===== src/lnle_pkg.sv =====
// Types and constants for the leaky NLMS line enhancer.
// No dependencies.
`timescale 1ns / 1ps

package lnle_pkg;

    localparam int SAMPLE_W = 16;
    localparam int WEIGHT_W = 32;
    localparam int LEAK_W   = 16;
    localparam int STEP_W   = 16;
    localparam int DELAY_W  = 10;
    localparam int LEN_W    = 14;  // holds delay lengths up to 4096 and beyond
    localparam int NUM_W    = STEP_W + 30;
    localparam int MU_W     = 32;
    localparam int KPROD_W  = MU_W + 1 + SAMPLE_W;
    localparam int ACC_W    = 64;

    // register indexes on the config port
    localparam logic [1:0] REG_STEP  = 2'd0;
    localparam logic [1:0] REG_LEAK  = 2'd1;
    localparam logic [1:0] REG_DELAY = 2'd2;

    typedef enum logic [2:0] {
        ST_IDLE,
        ST_SHIFT,
        ST_PASS1,
        ST_ERR,
        ST_DIV,
        ST_SCALE,
        ST_PASS2
    } state_t;

    typedef struct packed {
        logic shift;   // tap line shift, new sample into cell 0
        logic rotate;  // ring rotate toward cell 0, head value fed to the tail
    } cell_ctl_t;

endpackage


===== src/lnle_cell.sv =====
// One tap cell: holds one tap sample and its weight.
// Depends on lnle_pkg.
`timescale 1ns / 1ps

module lnle_cell (
    input  logic                                  aclk,
    input  logic                                  aresetn,
    input  lnle_pkg::cell_ctl_t                   ctl,
    input  logic signed [lnle_pkg::SAMPLE_W-1:0]  x_left,
    input  logic signed [lnle_pkg::SAMPLE_W-1:0]  x_right,
    input  logic signed [lnle_pkg::WEIGHT_W-1:0]  w_right,
    output logic signed [lnle_pkg::SAMPLE_W-1:0]  x_out,
    output logic signed [lnle_pkg::WEIGHT_W-1:0]  w_out
);

    logic signed [lnle_pkg::SAMPLE_W-1:0] x_reg, x_next;
    logic signed [lnle_pkg::WEIGHT_W-1:0] w_reg, w_next;

    always_comb begin
        x_next = x_reg;
        w_next = w_reg;
        if (ctl.shift) begin
            x_next = x_left;
        end else if (ctl.rotate) begin
            x_next = x_right;
            w_next = w_right;
        end
    end

    always_ff @(posedge aclk) begin
        if (!aresetn) begin
            x_reg <= '0;
            w_reg <= '0;
        end else begin
            x_reg <= x_next;
            w_reg <= w_next;
        end
    end

    assign x_out = x_reg;
    assign w_out = w_reg;

endmodule


===== config.mk =====
export PLATFORM = sky130hd
export DESIGN_NAME = lnle_cell
export DESIGN_NICKNAME = d
export VERILOG_FILES = /design/src/lnle_pkg.sv /design/src/lnle_cell.sv
export SDC_FILE = /design/constraint.sdc
export NUM_CORES = 1
export LEC_CHECK = 0
export CORE_MARGIN = 4
export CORE_UTILIZATION = 55
export CTS_CLUSTER_DIAMETER = 150
export DETAILED_ROUTE_END_ITERATION = 12
export DONT_BUFFER_PORTS = 1
export PLACE_DENSITY = 0.78
export SYNTH_ARGS = -nofsm -noshare
export SYNTH_HDL_FRONTEND = slang
export SYNTH_SLANG_ARGS = --single-unit

===== constraint.sdc =====
create_clock -name aclk -period 1.4 [get_ports aclk]
set_clock_uncertainty 0.1 [all_clocks]
set_input_delay 0.28 -clock aclk [delete_from_list [all_inputs] [get_ports aclk]]
set_output_delay 0.28 -clock aclk [all_outputs]
set_load 0.01 [all_outputs]

; Yosys cells after proc, flatten, opt, wreduce, memory -nomap -nowiden
; Index checks and enable logic that the tools add are counted.
[word_totals]
ff_bits = 48
latchBits = 0
ramBits = 0
romBits = 0
in_bits = 68
out_inout_bits = 48
wordCells = 7
mem_count = 0
[op_classes]
add_sub_neg = 0
multipliers = 0
div = 0
order_cmp = 0
eq_ne = 0
shifts = 0
mux = 2
n_bitwise = 1
n_reduce_logical = 2
[ops]
columns = cell, n
row1 = 2-to-1 mux 16 bit, 2
row2 = AND reduction 2 bit, 1
row3 = nonzero test 2 bit, 1
row4 = inverter 1 bit, 1

; Depth between registers and ports, before layout
[depth]
word_depth = 2
mapped_depth = 6
ltp_nobuf = 3

; Worst setup path after synthesis
; OpenSTA, ideal clock, no wires.
[synth_path]
path_type = input-to-reg
start = input port ctl[0] (netlist name)
end = register w_reg, in the netlist w_out[27]
setup_ps = 116
t_arrival_ps = 952
t_required_ps = 1184
setup_slack_ps = 231
cell_stages = 6
path_buffers = 3
path_cell_list = buf_4 > and2b_1 > buf_4 > buf_6 > nand2_1 > a21boi_1
[synth_between]
elab_chain_cells = 1
[synth_lines]
columns = item, line
row1 = "start, declared", lnle_cell.sv:8  ; input lnle_pkg::cell_ctl_t ctl,
row2 = AND reduction 2 bit (no line), -
row3 = "end signal, assigned", lnle_cell.sv:36  ; w_reg <= w_next;
row4 = "end, declared", lnle_cell.sv:17  ; logic signed [lnle_pkg::WEIGHT_W-1:0] w_reg, w_next;
; No other way between the ends.
; A chain may end at the register's enable or synchronous reset.

==> results.py <==
metrics = {
    "clock_network": {
        "cts_buffers": 5,
        "clock_sinks": 48,
        "post_cts_buffers": 0,
        "cts_tree": "done",
        "insertion_delay_ns": 0.35,
        "clockBufferDepth": 2,
        "cts_root_buf": "clkbuf_4",
        "cts_max_level": 2,
        "clk_pin_slew_ns": 0.12,
    },
    "worst_setup_path": {
        "path_cells": "nand2_1 > a21boi_1 > dlygate4sd3_1",
        "slowest_delay_ns": 0.58,
        "cp.required_ns": 1.60,
        "cp_max_fo": 2,
        "worst_path_dominant_cell_family": "buffers and inverters",
        "r2r_end": "w_out[16]",
        "timing_worst_setup_path_type": "flip-flop to flip-flop",
        "cp_num_buf_inv": 1,
        "cp-end-kind": "flip-flop",
        "rr_worst_depth": 3,
        "cp.arrival_ns": 1.62,
        "rr_startpoint": "w_out[16]",
        "r2r_slack_ns": -0.02,
        "start_kind": "flip-flop",
        "critPathSlowestCell": "dlygate4sd3_1",
    },
    "synth": {
        "synth_top_cell_area_share_pct": 51.1,
        "async_reset_ff_share_pct": 0,
        "synth-main-ff-cell": "dfxtp_1",
        "ys_ff_latch": 48,
        "synth_edf_count": 0,
        "syn_area_um2": 1880,
        "yosysMostFrequentCell": "nand2_1",
        "yosys.area.top_type": "dfxtp_1",
        "seq_area_frac_synth_pct": 51.1,
        "synthTopCellsByArea": "dfxtp_1, nand2_1, a21boi_1, mux2i_1, a21oi_1",
        "ys_top_cells_by_count": "nand2_1, dfxtp_1, a21boi_1, a21oi_1, mux2i_1",
        "syn-num-nets": 280,
        "synth_cells": 212,
        "yosys_warnings": 0,
        "avgSynthCellArea_um2": 8.88,
        "ys_types": 15,
    },
    "timing": {
        "slew_violations": 0,
        "worstMarginPinSlew_ns": 0.616,
        "setup_violations": 1,
        "fmax_mhz": 706,
        "fin_crit_ns": 1.42,
        "setup_ws_ns": -0.0165,
        "post-route-period-util_pct": 101,
        "whs_ns": 0.0246,
        "hold_viol_final": 0,
        "slew_headroom_pct": 58.9,
    },
    "cells_and_area": {
        "multi_input_area_um2": 832,
        "regArea_um2": 975,
        "antennaDiodeCount": 0,
        "layout-drive-gt1-share_pct": 9.58,
        "finalInstanceArea_um2": 2520,
        "nets": 329,
        "fin_util_pct": 80.1,
        "syn_to_final_growth_pct": 34.2,
        "fill_cells": 191,
    },
    "global_routing": {
        "grt_first_pass_wirelength_mm": 8.67,
        "gr-total-overflow": 0,
        "grt_max_degree": 33,
        "antenna_found_initial": 0,
        "grt_util_all_layers_pct": 26.6,
        "grt_pass1_vias": 1908,
    },
    "detailed_routing": {
        "drt-pass1-iter-count": 5,
        "vias": 1686,
        "drt_iter0_markers": 103,
        "drc_errors": 0,
        "routed_wl_mm": 5.65,
        "wl_per_cell_um": 18.5,
        "viasPerCell": 5.53,
        "final_antenna_net_count": 0,
    },
    "pwr": {
        "pwr-share-comb_pct": 13.6,
        "power_frac_clock_pct": 23.7,
        "switchingPower_uw": 627,
        "cellInternalPower_uw": 1830,
        "p_leak_uw": 0.00105,
        "sequentialPowerShare_pct": 62.7,
        "power_uw": 2450,
        "irDropWorstVdd_mv": 0.708,
        "power_density_nw_per_um2": 972,
        "p_sw_share_pct": 25.5,
    },
    "worst_hold_path": {
        "hold_depth": 2,
        "hold_path.class": "input port to flip-flop",
        "hold_end": "x_out[5]",
        "hp-start": "x_left[5]",
    },
    "die": {
        "rows": 20,
        "initial_core_util_pct": 59.7,
        "fp.dieW_um": 66.5,
        "die_area_um2": 4420,
        "pin_count": 116,
        "die_y_um": 66.5,
        "coreArea_um2": 3150,
    },
    "place": {
        "dp_hpwl_mm": 3.02,
        "portBuffers": 0,
        "gp_congestion": 0.660,
        "place_area_um2": 1880,
    },
    "run_status": {
        "status": "finished with violations",
        "violations": "negative setup slack",
    },
    "run": {
        "max_cap_violations": 0,
    },
}
## state kept, by name, summed over array words and instances, names as in the netlist
name and cells:
w_out 32, x_out 16
## logic make-up after synthesis
family	Yosys count	share of synthesized area [%]
and+or+nand+nor	66	13.5
AOI/OAI and AO/OA	64	21.3
DFF	48	51.1
buffers and inverters	18	5.65
muxes	16	8.51
## power groups by stage
stage	clock [uW]	sequential [uW]	combinational, uW
final	582	1540	333
after global routing	659	1550	372
after CTS	595	1530	320
after detailed placement	0	1560	186
after global placement	0	1560	172
after floorplan	0	1550	185
## routing by layer
metal,vias to the layer above,global-route usage (%),wire length (um)
li1,804,-,-
met1,778,23.6,1880
met2,85,51.4,3130
met3,19,8.94,464
met4,0,14.5,187
met5,-,0,0
## through the flow
step | std cells | TNS, ns | setup WS [ns]
floorplan | 212 | 0 | 0.231
finish | 305 | -0.0165 | -0.0165
detailed placement | 242 | 0 | 0.297
CTS | 311 | 0 | 0.0256
global route | 305 | -0.111 | -0.0585
global placement | 242 | 0 | 0.361
## area by class of cell
class / count / area share (%)
Sequential cell: 48 / 38.6
Multi-Input combinational cell: 146 / 33.0
Timing Repair Buffer: 59 / 24.3
Tap cell: 44 / 2.18
Clock buffer: 6 / 1.64
Clock inverter: 1 / 0.198
Inverter: 1 / 0.149
## timing repair
action	CTS	global route
resized for setup	0	18
hold endpoints to repair	48	7
hold buffers	62	1
setup endpoints to repair	0	26
## cells in the final DEF (no fill, tap or decap)
cell type	Yosys	final
o21ai_0	15	15
nand2_1	64	63
buf_4	3	1
dfxtp_1	48	37
clkinv_2	0	1
a21oi_1	16	16
dlymetal6s4s_1	0	2
dlygate4sd3_1	0	54
clkbuf_4	0	5
o21ai_1	1	1
mux2i_1	16	16
dfxtp_2	0	11
and2b_1	1	1
buf_12	0	2
clkbuf_1	7	1
a21boi_1	30	26
a21boi_0	2	2
nand2_2	0	1
a21boi_2	0	4
nand2b_1	1	1
inv_1	1	1
## worst max path at each step
stage / cells past startpoint / from / to / slack, ns
floorplan: 6 / ctl[0] / w_out[27] / 0.23
global placement: 4 / ctl[1] / w_out[0] / 0.36
detailed placement: 4 / ctl[1] / w_out[18] / 0.30
CTS: 3 / aresetn / x_out[12] / 0.03
global route: 4 / w_right[16] / w_out[16] / -0.06
finish: 3 / w_out[16] / w_out[16] / -0.02
(Power assumes the default switching activity.)
