==> src/lnle_pkg.sv <==
// Types and constants for the leaky NLMS line enhancer.
// No dependencies.
`timescale 1ns / 1ps

package lnle_pkg;

    localparam int SAMPLE_W = 16;
    localparam int WEIGHT_W = 32;
    localparam int LEAK_W   = 16;
    localparam int STEP_W   = 16;
    localparam int DELAY_W  = 10;
    localparam int LEN_W    = 14;  // holds delay lengths up to 4096 and beyond
    localparam int NUM_W    = STEP_W + 30;
    localparam int MU_W     = 32;
    localparam int KPROD_W  = MU_W + 1 + SAMPLE_W;
    localparam int ACC_W    = 64;

    // register indexes on the config port
    localparam logic [1:0] REG_STEP  = 2'd0;
    localparam logic [1:0] REG_LEAK  = 2'd1;
    localparam logic [1:0] REG_DELAY = 2'd2;

    typedef enum logic [2:0] {
        ST_IDLE,
        ST_SHIFT,
        ST_PASS1,
        ST_ERR,
        ST_DIV,
        ST_SCALE,
        ST_PASS2
    } state_t;

    typedef struct packed {
        logic shift;   // tap line shift, new sample into cell 0
        logic rotate;  // ring rotate toward cell 0, head value fed to the tail
    } cell_ctl_t;

endpackage

==> src/lnle_div.sv <==
// Restoring divider, one quotient bit per cycle, result clamped to 32 bits.
// Depends on lnle_pkg.
`timescale 1ns / 1ps

module lnle_div #(
    parameter int DEN_W = 38
) (
    input  logic                          aclk,
    input  logic                          aresetn,
    input  logic                          start,
    input  logic [lnle_pkg::NUM_W-1:0]    num,
    input  logic [DEN_W-1:0]              den,
    output logic                          done,
    output logic [lnle_pkg::MU_W-1:0]     quo
);

    localparam int CNT_W = $clog2(lnle_pkg::NUM_W);
    localparam logic [CNT_W-1:0] LAST = CNT_W'(lnle_pkg::NUM_W - 1);

    logic                       busy_reg, busy_next;
    logic                       done_reg, done_next;
    logic [CNT_W-1:0]           cnt_reg, cnt_next;
    logic [DEN_W-1:0]           rem_reg, rem_next;
    logic [DEN_W-1:0]           den_reg, den_next;
    logic [lnle_pkg::NUM_W-1:0] num_reg, num_next;
    logic [lnle_pkg::NUM_W-1:0] q_reg, q_next;
    logic [DEN_W:0]             trial;
    logic                       fits;

    always_comb begin
        trial     = {rem_reg, num_reg[lnle_pkg::NUM_W-1]};
        fits      = trial >= {1'b0, den_reg};
        busy_next = busy_reg;
        done_next = 1'b0;
        cnt_next  = cnt_reg;
        rem_next  = rem_reg;
        den_next  = den_reg;
        num_next  = num_reg;
        q_next    = q_reg;
        if (start) begin
            busy_next = 1'b1;
            cnt_next  = '0;
            rem_next  = '0;
            den_next  = den;
            num_next  = num;
        end else if (busy_reg) begin
            rem_next = fits ? DEN_W'(trial - {1'b0, den_reg}) : DEN_W'(trial);
            q_next   = {q_reg[lnle_pkg::NUM_W-2:0], fits};
            num_next = {num_reg[lnle_pkg::NUM_W-2:0], 1'b0};
            cnt_next = cnt_reg + 1'b1;
            if (cnt_reg == LAST) begin
                busy_next = 1'b0;
                done_next = 1'b1;
            end
        end
    end

    always_ff @(posedge aclk) begin
        if (!aresetn) begin
            busy_reg <= 1'b0;
            done_reg <= 1'b0;
            cnt_reg  <= '0;
        end else begin
            busy_reg <= busy_next;
            done_reg <= done_next;
            cnt_reg  <= cnt_next;
        end
        rem_reg <= rem_next;
        den_reg <= den_next;
        num_reg <= num_next;
        q_reg   <= q_next;
    end

    assign done = done_reg;
    assign quo  = (|q_reg[lnle_pkg::NUM_W-1:lnle_pkg::MU_W]) ? '1
                                                            : q_reg[lnle_pkg::MU_W-1:0];

endmodule

==> config.mk <==
export PLATFORM = sky130hd
export DESIGN_NAME = lnle_div
export DESIGN_NICKNAME = d
export VERILOG_FILES = /design/src/lnle_pkg.sv /design/src/lnle_div.sv
export SDC_FILE = /design/constraint.sdc
export NUM_CORES = 1
export LEC_CHECK = 0
export BUFFER_PORTS_ARGS = -buffer_cell sky130_fd_sc_hd__buf_2
export CAP_MARGIN = 20
export CORE_ASPECT_RATIO = 1.4
export CORE_MARGIN = 4
export CORE_UTILIZATION = 45
export CTS_CLUSTER_SIZE = 14
export DETAILED_ROUTE_END_ITERATION = 12
export GPL_ROUTABILITY_DRIVEN = 0
export PLACE_DENSITY = 0.72
export SYNTH_ARGS = -nofsm -noshare
export SYNTH_HDL_FRONTEND = slang
export SYNTH_SLANG_ARGS = --single-unit
==> constraint.sdc <==
create_clock -name aclk -period 3.5 [get_ports aclk]
set_input_delay 0.525 -clock aclk [delete_from_list [all_inputs] [get_ports aclk]]
set_output_delay 0.525 -clock aclk [all_outputs]
set_load 0.01 [all_outputs]
# [After elaboration in Yosys (flattened, before gate mapping)]
# Cells that the tools add are included.
[totals] word_cells=27 out_inout_bits=33 reg_bits=176
[classes] eq_ne=1 n_addsub=2 magnitude_cmp=1 bitwise_logic=3 reduce_logical=5 mux=8
[ops] cell="$mux 46" n=2
[ops] cell="$ge 39x38->1" n=1
[ops] cell="$mux 38" n=1
[ops] cell="$sub 38x38->38" n=1
[ops] cell="$mux 32" n=1
[ops] cell="$reduce_or 14->1" n=1
[ops] cell="$add 6x1->6 const B" n=1
[ops] cell="$eq 6x6->1 const B" n=1
[ops] cell="$mux 1" n=4
[ops] cell="$not 1->1" n=3
[ops] cell="$reduce_or 3->1" n=1
[ops] cell="$reduce_and 2->1" n=1
[ops] cell="$reduce_bool 2->1" n=1
[ops] cell="$reduce_or 2->1" n=1

# [Longest topological paths before layout]
# Gate-level depths: netlist of run 1.
[depth] ltp_word=4 ltp_mapped=13 mapped_depth_nobuf=13

# [Worst setup path before layout of run 1]
# Ideal clock, no wire load.
[synth_timing] path_type="flip-flop to flip-flop" start="register den_reg[21]" end="register rem_reg[0]" arrival_ns=3.050 slack_ns=0.328 stages_incl_launch_ff=14 synth_period_minus_slack_ns=3.172 required_time_ns=3.378 cell_sequence="edfxtp_1 inv_1 ha_1 buf_2 and3_1 nand3_2 or3_1 or4_1 nor3_2 nor3_1 o31ai_4 buf_4 nand2_1 a32o_1"
[synth_between] elab_chain_len=2
[synth_rtl] item="start: declaration" line="lnle_div.sv:24" text="logic [DEN_W-1:0] den_reg, den_next;"
[synth_rtl] item="start signal: assignment" line="lnle_div.sv:69" text="den_reg <= den_next;"
[synth_rtl] item="$ge 39x38->1" line="lnle_div.sv:32" text="fits = trial >= {1'b0, den_reg};"
[synth_rtl] item="via fits" line="lnle_div.sv:28" text="logic fits;"
[synth_rtl] item="$mux 38" line="lnle_div.sv:47" text="rem_next = fits ? DEN_W'(trial - {1'b0, den_reg}) : DEN_W'(trial);"
[synth_rtl] item="end signal: assignment" line="lnle_div.sv:68" text="rem_reg <= rem_next;"
[synth_rtl] item="end: declaration" line="lnle_div.sv:23" text="logic [DEN_W-1:0] rem_reg, rem_next;"
# The timed path passes the listed nets, and every way through them passes these cells.
# A chain may end at the register's enable or synchronous reset.

# [Worst setup path after layout of run 1]
[layout_timing] start="register den_reg[19]" end="register rem_reg[6]"
[layout_between] elab_chain_len=2
[layout_rtl] item="$ge 39x38->1" line="lnle_div.sv:32"
[layout_rtl] item="$mux 38" line="lnle_div.sv:47"
# No other way between the ends.

==> results of run 1 <==
worst paths after layout:
path	from	to	slack, ps	cells past startpoint
worst max register to register	den_reg[19]	rem_reg[6]	250	12
worst min register to register	q_reg[29]	q_reg[30]	440	0
worst min-delay path	den[19]	den_reg[19]	260	1
worst max-delay path	den_reg[19]	rem_reg[6]	250	12
cell families (layout without fill, tap and decap cells):
group                      count (synthesis)  count (layout)
buffers and inverters                     92             219
xor gates and xnor gates                  36              36
and+or+nand+nor                          206             206
DFF                                      176             176
AOI/OAI and AO/OA                        160             160
adders and majority gates                 41              41
muxes                                     79              79
area by class of cell:
class                           instances  area (µm²)  share of cell area, %
Timing Repair Buffer                  135         743                   7.09
Inverter                               52         195                   1.86
Clock buffer                           17         425                   4.06
Multi-Input combinational cell        522        3790                   36.2
Clock inverter                         15         190                   1.81
Tap cell                              248         310                   2.96
Sequential cell                       176        4830                   46.0
through the flow:
stage                     setup WS [ps]  power, mW  hold WS, ps
after global routing               27.7       5.52          243
after global placement              286       3.38          429
final                               251       5.26          260
after floorplan                     328       3.15          418
after detailed placement            190       3.40          432
after CTS                           160       5.31          243
what timing repair did:
| item | CTS | global route |
|---|---|---|
| gates resized for setup | 0 | 1 |
| endpoints found under the hold margin | 0 | 0 |
| endpoints found under the setup margin | 0 | 21 |
placed cells by master, fill, tap and decap left out, drive strengths merged, types with 8 or more instances in the layout:
| master | instances |
|---|---|
| a211oi | 30 |
| a21o | 14 |
| a21oi | 39 |
| buf | 135 |
| clkbuf | 17 |
| clkinv | 11 |
| dfxtp | 46 |
| edfxtp | 130 |
| ha | 40 |
| inv | 56 |
| mux2 | 45 |
| mux2i | 34 |
| nand2 | 54 |
| nand3 | 14 |
| nand4 | 18 |
| nor2 | 46 |
| o21ai | 27 |
| o21bai | 8 |
| or2 | 34 |
| xnor2 | 24 |
| xor2 | 12 |
layer usage:
layer	vias to the layer above	wire length, µm
met3	24	835
li1	3116	-
met4	0	287
met1	2942	7730
met5	-	0
met2	143	9240
power breakdown:
group          internal [mW]  switching [mW]  leakage (nW)  total (mW)
logic                  0.391           0.494          2.20       0.886
registers               2.40          0.0638          1.64        2.47
clock network          0.972           0.932         0.299        1.90
Yosys cell counts, types with 17 or more instances:
library cell	instances
inv_1	51
ha_1	40
xnor2_1	24
dfxtp_1	46
nand4_1	18
edfxtp_1	130
o21ai_0	17
mux2i_1	34
nand2_1	54
mux2_2	45
or2_2	34
clkbuf_1	33
a21oi_1	39
nor2_1	46
a211oi_1	30
worst max-delay path, cell delays in order, from the launching register on:
cell	delay [ps]
edfxtp_1	330
inv_1	40
ha_1	320
and2_2	230
nand3_2	110
or3_1	390
or4_1	530
nor3_2	120
nor3_1	90
o31ai_4	370
buf_12	240
mux2i_1	220
a211oi_1	90
==> results.toml, run 1 <==
[global_routing]
grt_start_max_net_pins = 57
top_usage_layer = "met2"
gr-usage-all-layers_pct = 16.8
grt_util_met1_pct = 21.0
antenna_found_initial = 0
grt_pass1_wl_um = 30700
gr-total-overflow = 0
grt_pass1_vias = 6293
grt_util_met2_pct = 29.1
grtUsageMet3_pct = 3.62

[clock_network]
numCtsBuffers = 17
path_clk_slew_ps = 80
ctsHoldBuffers = 0
clockBufferDepth = 2
cts-root-buf = "clkbuf_16"
clock-sinks = 176
clk_latency_ps = 430
cts_setup_buffers = 0
htreeDepth = 4
cts_tree = "built"

[synthesis]
syn_area_per_cell_um2 = 11.4
synth_xor_xnor_area_share_pct = 3.51
async_flop_share_pct = 0
synth_top_family_by_area = "compound AO/OA/AOI/OAI gates"
muxShareOfSynthArea_pct = 9.42
synth_cell_type_count = 58
yosys_warnings = 0
synth_flop_cell = "edfxtp_1"
synth_top_cell_by_area = "edfxtp_1"
synth_adder_area_share_pct = 5.79
synth.top_cell.area_share_pct = 43.4
synth_seq_cells = 176
synth-edff-count = 130
yosysSeqAreaShare_pct = 53.7
syn_nets = 918
synthSimpleGateAreaFrac_pct = 11.5
syn_area_um2 = 8990
synth-compound-area-share_pct = 12.0
synth.area.top_cells = "edfxtp_1 (43%), dfxtp_1 (10%), mux2_2 (5.6%), ha_1 (5.6%), mux2i_1 (3.8%)"
synthCells = 790

[layout]
fin_util_pct = 53.9
final_cell_area_um2 = 10500
stdcell_count = 1165
drive_above_1_share_pct = 27.6
layout.nets = 1032
n_antenna_cell = 0
fill_cells = 1702
syn_to_final_growth_pct = 16.6

[timing]
min_period_over_period_pct = 92.8
tightest_slew_ps = 614
rsz0062_at_grt = "false"
max_slew_margin_pct = 58.5
slew_viol_final = 0
finClkSkew_ps = 12.3
setup_viol = 0
hold_viol_final = 0
min_period_ps = 3250
fmax_mhz = 308
final.setup.tns_ps = 0

[route]
post-route-drc-count = 0
wl_per_cell_um = 15.5
vias = 6225
routed_wl_um = 18100
dr.pass1.iters = 4
drtIter0Drc = 323
routed_via_density = 5.34
ant_nets = 0

[critical_path]
cp.arrival_ps = 3540
cp.required_ps = 3790
crit_path_max_fanout = 21
critPathKind = "reg -> reg"
crit_path_start_kind = "flip-flop"
crit_path_end_kind = "flip-flop"

[floorplanning]
dieArea_um2 = 22300
die_x_um = 127
initial_core_util_pct = 46.2
coreArea_um2 = 19400
rows = 60
io_pins = 120
die_h_um = 175

[run]
drv_cap = 0

[power_and_ir_drop]
power_density_nw_per_um2 = 502
irDropWorstVdd_v = 0.000291
power.leakage_nw = 4.13

[placed_design]
portBuffers = 119
dp_hpwl_um = 13200
place_area_um2 = 9870
dp.cells = 1133

[min_path]
worst_hold_path_type = "in -> reg"

[status]
outcome = "finished clean"
Note: power is estimated with default switching activity, not from simulation.
==> run 2, diff against run 1 <==
- GPL_TIMING_DRIVEN: not set -> 0
- clock period: 3.5 -> 3.9 ns (I/O delays scaled with it)
==> results.toml, run 2 (synthesis gave the netlist of run 1 again) <==
[global_routing]
antenna_found_initial = 0
gr-total-overflow = 0
grt_pass1_wl_um = 31200
grt_start_max_net_pins = 55
gr-usage-all-layers_pct = 17.4
grt_pass1_vias = 6399

[clock_network]
path_clk_slew_ps = 80
clockBufferDepth = 2
cts-root-buf = "clkbuf_16"
clock-sinks = 176
cts_setup_buffers = 0
htreeDepth = 4
ctsHoldBuffers = 0
cts_tree = "built"
numCtsBuffers = 17
cts_resized = 0
clk_latency_ps = 440

[layout]
drive_above_1_share_pct = 25.9
final_cell_mix = "edfxtp_1 (130), buf_2 (122), nand2_1 (54)"
syn_to_final_growth_pct = 17.6
layout.nets = 1057
n_antenna_cell = 0
final_cell_area_um2 = 10600
layout_commonest_cell = "edfxtp_1"

[floorplanning]
die_x_um = 127
die_h_um = 175
dieArea_um2 = 22300
rows = 60
io_pins = 120
initial_core_util_pct = 46.2
coreArea_um2 = 19400

[critical_path]
crit_slowest_cell = "or4_1"
crit_chain = "ha_1 -> buf_2 -> and3_1 -> nand3_2 -> or3_1 -> or4_1 -> nor3_2 -> nor3_1 -> o31ai_4 -> buf_4 -> nand2_1 -> o221ai_1"
reg2regPathDepth = 12
crit_path_start_kind = "flip-flop"
critPathKind = "reg -> reg"
cp.required_ps = 4260
slowest_delay_ps = 530
r2r_slack_ps = 310
r2r_end = "rem_reg[29]"
crit_path_max_fanout = 10
cp_top_family = "simple AND/OR/NAND/NOR gates"
r2r_start = "rem_reg[20]"
worst-path-buf-inv = 2
crit_path_end_kind = "flip-flop"
cp.arrival_ps = 3950

[power_and_ir_drop]
power_density_nw_per_um2 = 454
power.leakage_nw = 4.15
irDropWorstVdd_v = 0.000279

[timing]
fmax_mhz = 278
min_period_ps = 3590
setup_viol = 0
rsz0062_at_grt = "false"
finClkSkew_ps = 18.6
slew_viol_final = 0
min_period_over_period_pct = 92.1
holdWs_ps = 317
hold_viol_final = 0
tightest_slew_ps = 970
max_slew_margin_pct = 35.3

[route]
dr.pass1.iters = 4
ant_nets = 0
wl_per_cell_um = 15.9
drtIter0Drc = 319
vias = 6372
post-route-drc-count = 0
routed_wl_um = 18900
routed_via_density = 5.35

[placed_design]
dp_hpwl_um = 14000
portBuffers = 119
place_area_um2 = 9920

[status]
outcome = "finished clean"

[min_path]
holdPathEnd = "den_reg[35]"
hold_depth = 1
worst_hold_path_type = "in -> reg"
hold_path.startpoint = "den[35]"

[run]
drv_cap = 0
## run 2: cell types whose count changed in the layout (fill, tap and decap cells not counted), sizes merged
cell    change
clkbuf     +33
bufinv      +1
inv         -1
buf         -8
## run 2: metal layers
layer | vias up | part of all wire, % | GRT usage (%)
met3 | 33 | 5.3 | 4.17
met5 | - | 0 | 0
met1 | 2984 | 41 | 20.1
met2 | 180 | 51 | 30.8
met4 | 0 | 2.5 | 7.11
li1 | 3175 | - | -
## run 2: power breakdown
part | internal (mW) | switching (mW)
clock network | 0.945 | 0.851
registers | 2.16 | 0.0581
logic | 0.339 | 0.454
## run 2: how the worst max path moves through the flow
stage | from | end | cells after the start
3_5_place_dp | rem_reg[20] | rem_reg[29] | 12
2_1_floorplan | den_reg[21] | rem_reg[0] | 13
3_3_place_gp | start | rem_reg[29] | 5
5_1_grt | den_reg[17] | rem_reg[29] | 12
6_report | rem_reg[20] | rem_reg[29] | 12
4_1_cts | rem_reg[20] | rem_reg[29] | 12
## run 2: final cells by class
cell class                 instances  area [µm²]
fill                            1689        8870
sequential                       176        4820
multi-input combinational        522        3790
timing repair buffer             120         616
clock buffer                      17         425
tap                              248         310
clock inverter                    15         230
inverter                          52         196
buffer                            40         180
## run 2: metrics by stage
step	total power, mW	instances	setup slack, ps	util, %	setup TNS [ps]
after global placement	3.03	1157	-123	50.9	-190
after detailed placement	3.05	1158	256	51.0	0
final	4.80	1190	307	54.4	0
after CTS	4.85	1190	226	54.4	0
after global routing	5.04	1190	17.3	54.4	0
after floorplan	2.83	790	728	-	0
